==> config.mk <==
export PLATFORM = sky130hd
export DESIGN_NAME = hsl_to_rgb_converter_unit
export DESIGN_NICKNAME = d
export VERILOG_FILES = /design/src/hw/rtl/hsl2rgb_pkg.sv /design/src/hw/rtl/hsl_to_rgb_converter_unit.sv /design/src/hw/rtl/hsl2rgb_decode.sv /design/src/hw/rtl/hsl2rgb_coef.sv /design/src/hw/rtl/hsl2rgb_blend.sv /design/src/hw/rtl/hsl2rgb_scale.sv
export SDC_FILE = /design/constraint.sdc
export NUM_CORES = 2
export LEC_CHECK = 0
export BUFFER_PORTS_ARGS = -buffer_cell sky130_fd_sc_hd__buf_4
export CORE_MARGIN = 2
export CORE_UTILIZATION = 40
export DETAILED_ROUTE_END_ITERATION = 10
export HOLD_SLACK_MARGIN = 0.12
export PLACE_DENSITY = 0.53
export SKIP_CTS_REPAIR_TIMING = 1
export SYNTH_ARGS = -nofsm -noshare
export SYNTH_HDL_FRONTEND = slang
export SYNTH_HIERARCHICAL = 1
export SYNTH_SLANG_ARGS = --single-unit
==> constraint.sdc <==
create_clock -name clk -period 12.65 [get_ports clk]
set_clock_uncertainty 0.2 [all_clocks]
set_input_delay 1.265 -clock clk [delete_from_list [all_inputs] [get_ports clk]]
set_output_delay 1.265 -clock clk [all_outputs]
set_load 0.01 [all_outputs]
==> src/hw/rtl/hsl2rgb_pkg.sv <==
// ----------------------------------------------------------------------------
// hsl2rgb_pkg
// Shared types and constants of the HSL to RGB color converter pipeline.
// ----------------------------------------------------------------------------
package hsl2rgb_pkg;

	// fixed-point format of saturation and lightness
	localparam int FRAC_BITS = 12;
	localparam int SL_W      = FRAC_BITS + 1;
	localparam logic [SL_W-1:0] SL_ONE = SL_W'(1 << FRAC_BITS);

	// hue in 1/16 degree, 960 units per 60-degree sector
	localparam int HUE_W        = 16;
	localparam int SECTOR_UNITS = 960;
	localparam int HUE_LIMIT    = 6 * SECTOR_UNITS;
	localparam int OFF_W        = 10;
	localparam int SEC_W        = 3;

	// signed sector weight, k - 480 with k in 0..960
	localparam int COEF_W = OFF_W + 1;

	// chroma with 2*FRAC_BITS fraction bits, at most 1.0
	localparam int C2_W = 2 * FRAC_BITS + 1;

	// channel value in units of 1 / (960 * 2^(2*FRAC_BITS)), at most 960 * 2^(2*FRAC_BITS)
	localparam int V_W = 2 * FRAC_BITS + 10;

	localparam int CH_W = 8;

	// 60-degree hue sectors
	typedef enum logic [SEC_W-1:0] {
		SEC_R2Y = 3'd0,
		SEC_Y2G = 3'd1,
		SEC_G2C = 3'd2,
		SEC_C2B = 3'd3,
		SEC_B2M = 3'd4,
		SEC_M2R = 3'd5
	} sector_t;

	typedef struct packed {
		logic [HUE_W-1:0] hue;
		logic [SL_W-1:0]  saturation;
		logic [SL_W-1:0]  lightness;
	} hsl_t;

	typedef struct packed {
		logic [CH_W-1:0] red;
		logic [CH_W-1:0] green;
		logic [CH_W-1:0] blue;
	} rgb_t;

	// after decode
	typedef struct packed {
		logic [SL_W-1:0]  sat;
		logic [SL_W-1:0]  lit;
		logic [SL_W-1:0]  span;
		sector_t          sector;
		logic [OFF_W-1:0] off;
		logic             in_range;
	} s1_t;

	// after chroma and sector weights
	typedef struct packed {
		logic [C2_W-1:0]          c2;
		logic [SL_W-1:0]          lit;
		logic signed [COEF_W-1:0] coef_r;
		logic signed [COEF_W-1:0] coef_g;
		logic signed [COEF_W-1:0] coef_b;
	} s2_t;

	// after blend, exact channel values
	typedef struct packed {
		logic [V_W-1:0] v_r;
		logic [V_W-1:0] v_g;
		logic [V_W-1:0] v_b;
	} s3_t;

endpackage

==> src/hw/rtl/hsl_to_rgb_converter_unit.sv <==
// ----------------------------------------------------------------------------
// hsl_to_rgb_converter_unit
// Four-stage pipelined HSL to 8-bit RGB color converter.
// ----------------------------------------------------------------------------
// takes one hsl word per clock and returns one rgb word per clock when
// nothing stalls. hue is in 1/16 degree (5760 and above gives grey),
// saturation and lightness are unsigned with 12 fraction bits and are
// clamped to 1.0. the pipeline is decode, chroma and sector weights,
// blend, then scale by 255 with truncation; the result is exact up to
// that final truncation. each stage has its own valid bit and moves
// when the stage after it is empty or moving, so bubbles are squeezed
// out and up to four words are held while rgb_stall is high. hsl_stall
// rises only when all four stages hold a word and the output is stalled.
// ----------------------------------------------------------------------------
module hsl_to_rgb_converter_unit
	import hsl2rgb_pkg::*;
(
	input  logic clk,
	input  logic arst_n,
	input  logic hsl_valid,
	output logic hsl_stall,
	input  hsl_t hsl,
	output logic rgb_valid,
	input  logic rgb_stall,
	output rgb_t rgb
);

	// stage valid bits
	logic v1_q;
	logic v2_q;
	logic v3_q;
	logic v4_q;

	// stage advance enables, back to front
	logic en1;
	logic en2;
	logic en3;
	logic en4;

	// stage payloads
	s1_t s1;
	s2_t s2;
	s3_t s3;

	assign en4 = !v4_q || !rgb_stall;
	assign en3 = !v3_q || en4;
	assign en2 = !v2_q || en3;
	assign en1 = !v1_q || en2;

	assign hsl_stall = !en1;
	assign rgb_valid = v4_q;

	always_ff @(posedge clk or negedge arst_n) begin
		if (!arst_n) begin
			v1_q <= 1'b0;
			v2_q <= 1'b0;
			v3_q <= 1'b0;
			v4_q <= 1'b0;
		end else begin
			if (en1) begin
				v1_q <= hsl_valid;
			end
			if (en2) begin
				v2_q <= v1_q;
			end
			if (en3) begin
				v3_q <= v2_q;
			end
			if (en4) begin
				v4_q <= v3_q;
			end
		end
	end

	// clamp, span and hue sector
	hsl2rgb_decode u_decode (
		.clk (clk),
		.en  (en1),
		.hsl (hsl),
		.s1  (s1)
	);

	// chroma and per-channel weights
	hsl2rgb_coef u_coef (
		.clk (clk),
		.en  (en2),
		.s1  (s1),
		.s2  (s2)
	);

	// exact channel values
	hsl2rgb_blend u_blend (
		.clk (clk),
		.en  (en3),
		.s2  (s2),
		.s3  (s3)
	);

	// scale to 8 bits, output register
	hsl2rgb_scale u_scale (
		.clk (clk),
		.en  (en4),
		.s3  (s3),
		.rgb (rgb)
	);

	// input is held off only with every stage full and the output stalled
	a_stall_only_when_full: assert property (@(posedge clk) disable iff (!arst_n)
		hsl_stall |-> (v1_q && v2_q && v3_q && v4_q && rgb_stall))
		else $error("input stalled while the pipeline has room");

	// a word in the blend stage reaches the output when the last stage moves
	a_blend_to_out: assert property (@(posedge clk) disable iff (!arst_n)
		(v3_q && en4) |=> rgb_valid)
		else $error("word lost between blend and output");

	// decoded sector of an in-range hue is one of the six
	a_sector_range: assert property (@(posedge clk) disable iff (!arst_n)
		(v1_q && s1.in_range) |-> (s1.sector <= SEC_M2R && s1.off < OFF_W'(SECTOR_UNITS)))
		else $error("hue decode out of range");

endmodule

==> src/hw/rtl/hsl2rgb_decode.sv <==
// ----------------------------------------------------------------------------
// hsl2rgb_decode
// First stage: clamps saturation and lightness, forms 1 - |2L - 1| and
// splits the hue into sector and offset within the sector.
// ----------------------------------------------------------------------------
module hsl2rgb_decode
	import hsl2rgb_pkg::*;
(
	input  logic clk,
	input  logic en,
	input  hsl_t hsl,
	output s1_t  s1
);

	localparam logic [SL_W:0] TWOL_ONE = (SL_W + 1)'(1 << FRAC_BITS);
	localparam logic [SL_W:0] TWOL_TWO = (SL_W + 1)'(1 << (FRAC_BITS + 1));

	logic [SL_W-1:0]  sat_c;
	logic [SL_W-1:0]  lit_c;
	logic [SL_W:0]    twol;
	logic [SL_W:0]    span_w;
	logic [SEC_W-1:0] sec_idx;
	logic [HUE_W-1:0] base;
	s1_t              s1_d;

	always_comb begin
		sat_c = (hsl.saturation > SL_ONE) ? SL_ONE : hsl.saturation;
		lit_c = (hsl.lightness > SL_ONE) ? SL_ONE : hsl.lightness;
		twol = {lit_c, 1'b0};
		span_w = (twol >= TWOL_ONE) ? (TWOL_TWO - twol) : twol;

		// sector by compare against the sector boundaries
		sec_idx = '0;
		for (int i = 1; i < 6; i++) begin
			if (hsl.hue >= HUE_W'(i * SECTOR_UNITS)) begin
				sec_idx = SEC_W'(i);
			end
		end
		base = HUE_W'(SECTOR_UNITS) * HUE_W'(sec_idx);

		s1_d.sat      = sat_c;
		s1_d.lit      = lit_c;
		s1_d.span     = span_w[SL_W-1:0];
		s1_d.sector   = sector_t'(sec_idx);
		s1_d.off      = OFF_W'(hsl.hue - base);
		s1_d.in_range = (hsl.hue < HUE_W'(HUE_LIMIT));
	end

	always_ff @(posedge clk) begin
		if (en) begin
			s1 <= s1_d;
		end
	end

endmodule

==> src/hw/rtl/hsl2rgb_coef.sv <==
// ----------------------------------------------------------------------------
// hsl2rgb_coef
// Second stage: chroma product and the signed weight of each channel,
// chosen by hue sector.
// ----------------------------------------------------------------------------
module hsl2rgb_coef
	import hsl2rgb_pkg::*;
(
	input  logic clk,
	input  logic en,
	input  s1_t  s1,
	output s2_t  s2
);

	localparam logic signed [COEF_W-1:0] C_FULL = COEF_W'(SECTOR_UNITS / 2);
	localparam logic signed [COEF_W-1:0] C_NONE = -C_FULL;
	localparam logic signed [COEF_W-1:0] C_GREY = -C_FULL;

	logic [2*SL_W-1:0]        prod;
	logic [OFF_W-1:0]         d;
	logic signed [COEF_W-1:0] c_x;
	s2_t                      s2_d;

	always_comb begin
		prod = (2 * SL_W)'(s1.span) * (2 * SL_W)'(s1.sat);

		// distance along the ramp: rising in even sectors, falling in odd ones
		d = s1.sector[0] ? (OFF_W'(SECTOR_UNITS) - s1.off) : s1.off;
		c_x = $signed({1'b0, d}) - C_FULL;

		s2_d.c2  = prod[C2_W-1:0];
		s2_d.lit = s1.lit;
		unique case (s1.sector)
			SEC_R2Y: begin
				s2_d.coef_r = C_FULL; s2_d.coef_g = c_x;    s2_d.coef_b = C_NONE;
			end
			SEC_Y2G: begin
				s2_d.coef_r = c_x;    s2_d.coef_g = C_FULL; s2_d.coef_b = C_NONE;
			end
			SEC_G2C: begin
				s2_d.coef_r = C_NONE; s2_d.coef_g = C_FULL; s2_d.coef_b = c_x;
			end
			SEC_C2B: begin
				s2_d.coef_r = C_NONE; s2_d.coef_g = c_x;    s2_d.coef_b = C_FULL;
			end
			SEC_B2M: begin
				s2_d.coef_r = c_x;    s2_d.coef_g = C_NONE; s2_d.coef_b = C_FULL;
			end
			default: begin
				s2_d.coef_r = C_FULL; s2_d.coef_g = C_NONE; s2_d.coef_b = c_x;
			end
		endcase

		// out-of-range hue leaves only the grey offset
		if (!s1.in_range) begin
			s2_d.coef_r = C_GREY;
			s2_d.coef_g = C_GREY;
			s2_d.coef_b = C_GREY;
		end
	end

	always_ff @(posedge clk) begin
		if (en) begin
			s2 <= s2_d;
		end
	end

endmodule

==> src/hw/rtl/hsl2rgb_blend.sv <==
// ----------------------------------------------------------------------------
// hsl2rgb_blend
// Third stage: each channel as 960 * L * 2^F + chroma * weight, exact.
// ----------------------------------------------------------------------------
module hsl2rgb_blend
	import hsl2rgb_pkg::*;
(
	input  logic clk,
	input  logic en,
	input  s2_t  s2,
	output s3_t  s3
);

	localparam int P_W = C2_W + 1 + COEF_W;

	function automatic logic [V_W-1:0] blend(
		input logic [V_W-1:0]          b,
		input logic [C2_W-1:0]         c,
		input logic signed [COEF_W-1:0] k
	);
		logic signed [P_W-1:0] pr;
		logic signed [P_W-1:0] sum;
		pr = P_W'($signed({1'b0, c})) * P_W'(k);
		sum = $signed(P_W'(b)) + pr;
		return sum[V_W-1:0];
	endfunction

	logic [V_W-1:0] base;
	s3_t            s3_d;

	always_comb begin
		base = (V_W'(s2.lit) * V_W'(SECTOR_UNITS)) << FRAC_BITS;
		s3_d.v_r = blend(base, s2.c2, s2.coef_r);
		s3_d.v_g = blend(base, s2.c2, s2.coef_g);
		s3_d.v_b = blend(base, s2.c2, s2.coef_b);
	end

	always_ff @(posedge clk) begin
		if (en) begin
			s3 <= s3_d;
		end
	end

endmodule

==> src/hw/rtl/hsl2rgb_scale.sv <==
// ----------------------------------------------------------------------------
// hsl2rgb_scale
// Last stage: scales by 255/960 = 17/64, drops the fraction and clamps.
// ----------------------------------------------------------------------------
module hsl2rgb_scale
	import hsl2rgb_pkg::*;
(
	input  logic clk,
	input  logic en,
	input  s3_t  s3,
	output rgb_t rgb
);

	localparam int T_W  = V_W + 5;
	localparam int SH   = 2 * FRAC_BITS + 6;
	localparam int Q_W  = T_W - SH;
	localparam logic [Q_W-1:0] Q_MAX = Q_W'((1 << CH_W) - 1);

	function automatic logic [CH_W-1:0] to_ch(input logic [V_W-1:0] v);
		logic [T_W-1:0] t;
		logic [Q_W-1:0] q;
		t = (T_W'(v) << 4) + T_W'(v);
		q = t[T_W-1:SH];
		return (q > Q_MAX) ? CH_W'(Q_MAX) : q[CH_W-1:0];
	endfunction

	rgb_t rgb_d;

	always_comb begin
		rgb_d.red   = to_ch(s3.v_r);
		rgb_d.green = to_ch(s3.v_g);
		rgb_d.blue  = to_ch(s3.v_b);
	end

	always_ff @(posedge clk) begin
		if (en) begin
			rgb <= rgb_d;
		end
	end

endmodule
Yosys cells after proc, flatten, opt, wreduce, memory -nomap -nowiden --
Index checks and enable logic that the tools add are counted.
Word-level totals: RAM bits 0, latch bits 0, word-level logic and storage cells 74, memories 0, output and inout port bits 26, input port bits 46, flip-flop bits (word level) 254, bits in read-only memories 0
Operators by class: bitwise logic cells 0, order comparisons 12, multiplexer cells 9, divide/modulo/power cells 0, reductions and logical operators 11, shifts and indexed selects 0, equal/unequal tests 4, multiply operators 6, add/subtract/negate cells 10
Operators by type and width (number):
- $pmux W33 S5 | 1
- $add A38 B34 Y39 | 3
- $add A34 B34 Y34 | 3
- $mul A26 B11 Y34 | 3
- $ge A16 B12 Y1 const B | 2
- $gt A9 B8 Y1 const B | 3
- $gt A13 B13 Y1 const B | 2
- $mux W13 | 2
- $mul A13 B13 Y25 | 1
- $ge A16 B10 Y1 const B | 1
- $ge A16 B11 Y1 const B | 1
- $ge A16 B13 Y1 const B | 1
- $lt A16 B13 Y1 const B | 1
- $mul A13 B4 Y16 const B | 1
- $ge A14 B13 Y1 const B | 1
- $sub A1 B13 Y13 const A | 1
- $sub A10 B9 Y11 const B | 1
- $mux W10 | 1
- $sub A10 B10 Y10 | 1
- $sub A10 B10 Y10 const A | 1
- $eq A3 B2 Y1 const B | 2
- $logic_not A1 Y1 | 6
- $mux W3 | 2
- $logic_or A1 B1 Y1 | 4
- 6 further kinds | 7

Depth between registers and ports, before layout --
depth in word-level cells 8, depth in mapped cells 26, depth with buffers taken out 25

Hierarchy --
The synthesis kept the hierarchy.
Modules (own cells, without submodules):
- hsl2rgb_blend | cells each 3341, instances 1, sequential area each 3062.9 sq um, area an instance 30917.2 sq um
- hsl2rgb_coef | cells each 862, instances 1, sequential area each 2132.0 sq um, area an instance 8466.9 sq um
- hsl2rgb_scale | cells each 324, instances 1, sequential area each 720.7 sq um, area an instance 3130.5 sq um
- hsl2rgb_decode | cells each 181, instances 1, sequential area each 1531.5 sq um, area an instance 2403.6 sq um
- hsl_to_rgb_converter_unit | cells each 14, instances 1, sequential area each 100.1 sq um, area an instance 167.7 sq um

Worst setup path after synthesis --
No wires, ideal clock.
path kind reg2reg, start point register u_coef/s2[33] (netlist name), end point register u_blend/s3[31] (netlist name), data required time 12185 ps, cell stages (with the launch flop) 25, slack 5995 ps, period minus slack after synthesis 6655 ps, setup time 265 ps, path buffers 1, data arrival time 6190 ps, path through edfxtp_1 > fa_1 > fa_1 > fa_1 > a21o_1 > a21oi_1 > xnor2_1 > fa_1 > fa_1 > inv_1 > fa_1 > inv_1 > fa_1 > inv_1 > ha_1 > clkbuf_1 > a21o_1 > a21o_1 > a21oi_1 > o21bai_1 > a21oi_1 > o21bai_1 > a21oi_1 > o21ai_0 > xor2_1

==> out/qor.json <==
{
  "critical_path": {
    "critical_path_end_type": "flop",
    "critical_path_class": "flop to flop",
    "critical-path-top-delay-family": "adder cells",
    "critical_path.max_fanout": 7,
    "worstSetupStartpointType": "flop",
    "path_common_cell": "fa_1",
    "worst_ep_arrival_time_ps": 7210,
    "critPathBufInv": 5,
    "critPathMaxStageDelay_ps": 580,
    "worst-endpoint-required_ps": 12800,
    "critical_path.slowest_cell": "xnor2_1"
  },
  "global_route": {
    "global_route.usage.total_pct": 20.0,
    "grt_start_max_net_pins": 69,
    "antenna_found_initial": 1,
    "remaining_global_route_overflow": 0,
    "grt_first_pass_wirelength_um": 182000,
    "grt_pass1_vias": 33100
  },
  "placement": {
    "buffers_added_on_ports": 71,
    "gp_congestion": 0.796,
    "place_worst_setup_slack_ps": 5500,
    "detailedPlacementHpwl_um": 85300,
    "placed_cells": 6158
  },
  "run": {
    "max-cap-violations": 0
  },
  "clock_tree": {
    "cts-htree-levels": 2,
    "cts-buffers-inserted": 37,
    "ctsLongestPathBuffers": 3,
    "clkTransAtPathRegs_ps": 60,
    "tritoncts": "yes",
    "clock_insertion_delay_worst_skew_ps": 600,
    "clock-root-buffer": "clkbuf_16",
    "tritoncts_num_sinks": 252
  },
  "synthesis": {
    "synth-main-ff-cell": "edfxtp_1",
    "synth-async-reset-ratio_pct": 1.59,
    "synthesis.instances": 4722,
    "synth-edff-count": 248,
    "synthesis.nets": 5978,
    "postSynthAreaPerCell_um2": 9.55,
    "ys.warnings.count": 6,
    "synth.cell_area_mm2": 0.0451,
    "synth-seq-cells": 252,
    "synth-seq-area-share_pct": 16.7,
    "yosys.cell_types.count": 94
  },
  "cells_and_area": {
    "post_route_cells_drive_above_1_share_pct": 4.89,
    "flow.area_growth_from_synthesis_pct": 7.38,
    "nNetsFinal": 5953,
    "fillCellCount": 11100,
    "finalNonFillerCells": 6227
  },
  "floorplan": {
    "fp.dieArea_mm2": 0.115,
    "start_util_pct": 40.2,
    "die_height_um": 340,
    "placement_rows": 123,
    "design.core.area_mm2": 0.112,
    "die_x_um": 340,
    "top_level_ports": 72
  },
  "sta": {
    "layout_worst_path_cycle_share_pct": 55.8,
    "hold_viol": 0,
    "timing.slew.headroom_pct": 21.0,
    "fmax_mhz": 142,
    "final-setup-viol-count": 0,
    "worstMarginPinSlew_ps": 1180,
    "grt_setup_unrepaired": "no",
    "totalNegativeSetupSlack_ps": 0,
    "finalMaxSlewViolations": 0,
    "period_needed_ps": 7060,
    "layout_setup_ws_ps": 5590
  },
  "outcome": {
    "run_status": "finished, final reports clean"
  },
  "route": {
    "vias_per_cell": 4.98,
    "routed-via-count": 31000,
    "number_of_detailed_route_iterations_in_the_first_pass": 7,
    "drtIter0Drc": 1252,
    "routed_wl_um": 111000,
    "final_antenna_net_count": 0,
    "drc_errors": 0,
    "post_drt_wl_per_cell_um": 17.8
  },
  "min_path": {
    "min-delay-path-class": "flop to flop"
  }
}
[logic make-up after synthesis]
group,count (synthesis),synth area share [%]
compound gates,470,6.99
xor+xnor,169,3.28
fa+ha+maj,1211,47.1
buf+inv,1206,10.1
flops,252,16.7
mux,7,0.164
other cells,1,0.00832
simple gates,1406,15.6
[layer usage]
layer,GRT usage [%],wire length (um),part of all wire [%],vias up
met5,0,0,0,-
met4,6.70,3910,3.5,0
met3,2.72,4580,4.1,136
met2,34.0,53800,48,545
met1,26.4,48700,44,15800
li1,-,-,-,14500
[sequential cells by signal, summed over array words and instances, names as in the netlist]
register	count
u_coef/s2	71
u_decode/s1	51
u_blend/s3	102
u_scale/rgb	24
rgb_valid	1
v2_q	1
v3_q	1
v1_q	1
[final cells by class]
| cell class | count | area, um^2 | area share (%) |
|---|---|---|---|
| Multi-Input combinational cell | 3264 | 33000 | 68.2 |
| Tap cell | 1500 | 1880 | 3.88 |
| Antenna cell | 1 | 2.50 | 0.00517 |
| Clock buffer | 41 | 962 | 1.99 |
| Timing Repair Buffer | 131 | 983 | 2.03 |
| Clock inverter | 27 | 234 | 0.483 |
| Sequential cell | 252 | 7550 | 15.6 |
| Inverter | 1011 | 3790 | 7.84 |
[final timing paths]
check | startpoint | end | slack [ps] | cells after the start
max reg2reg | u_coef/s2[36] | u_blend/s3[31] | 5590 | 25
min | u_decode/s1[28] | u_coef/s2[34] | 210 | 0
max | u_coef/s2[36] | u_blend/s3[31] | 5590 | 25
min in group asynchronous | arst_n | v3_q | 260 | 1
max in group asynchronous | arst_n | v1_q | 11890 | 1
min reg2reg | u_decode/s1[28] | u_coef/s2[34] | 210 | 0
[synth_stat cells, types with 23 or more instances]
master | count | share of area [%]
a21o_1 | 59 | 0.98
a21oi_1 | 140 | 1.6
and2_1 | 450 | 6.2
clkbuf_1 | 191 | 1.6
edfxtp_1 | 248 | 17
fa_1 | 811 | 36
ha_1 | 399 | 11
inv_1 | 1011 | 8.4
nand2_1 | 563 | 4.7
nand2b_1 | 64 | 0.89
nand3_1 | 45 | 0.50
nor2_1 | 138 | 1.1
nor2b_1 | 36 | 0.50
nor3_1 | 25 | 0.28
o21a_1 | 25 | 0.42
o21ai_0 | 51 | 0.57
o21ai_1 | 23 | 0.26
o21bai_1 | 26 | 0.43
xnor2_1 | 118 | 2.3
xor2_1 | 51 | 0.99
[through the flow]
stage | util, % | hold slack (ps) | cell area, um^2
2_1_floorplan | - | 200 | 45100
3_3_place_gp | 42.1 | 204 | 47200
3_5_place_dp | 42.1 | 205 | 47200
4_1_cts | 43.1 | 213 | 48400
5_1_grt | 43.1 | 222 | 48400
6_report | 43.2 | 214 | 48400
[placed cells by master, fill, tap and decap left out, types with 6 or more instances in the layout]
cell       instances
a21o_1            59
a31oi_1           21
o22ai_1            6
a21oi_1          140
edfxtp_1         248
o21ai_1           23
nand2b_1          64
nor2_1           138
o21ai_0           51
clkinv_1          10
and3_1            18
nor2b_1           36
nand3_1           44
clkinv_4           6
a211oi_1          20
o211ai_1          11
buf_4            131
inv_1           1011
o21bai_1          26
a2111oi_0          6
ha_1             399
xor2_1            51
or3_1              7
o31ai_1           10
o21a_1            25
clkbuf_16         38
xnor2_1          118
fa_1             811
and2_1           450
nor3_1            25
nand4_1           17
nor4_1             7
nand2_1          562
[worst reg2reg max path, cell delays in order, from the launching register on]
cell and delay [ps]:
edfxtp_1 430, inv_1 190, fa_1 460, fa_1 490
inv_1 40, ha_1 330, a21o_1 130, a21oi_1 90
xnor2_1 580, fa_1 560, fa_1 520, inv_1 70
fa_1 470, inv_1 50, fa_1 530, inv_1 40
ha_1 380, a21o_1 190, a21o_1 170, a21oi_1 200
o21bai_1 80, a21oi_1 140, o21bai_1 70, a21oi_1 140
o21ai_0 120, xor2_1 160
Power is left out: the tool's default activity adds up to more than one toggle a clock period on the data nets, which glitch-free logic cannot reach.
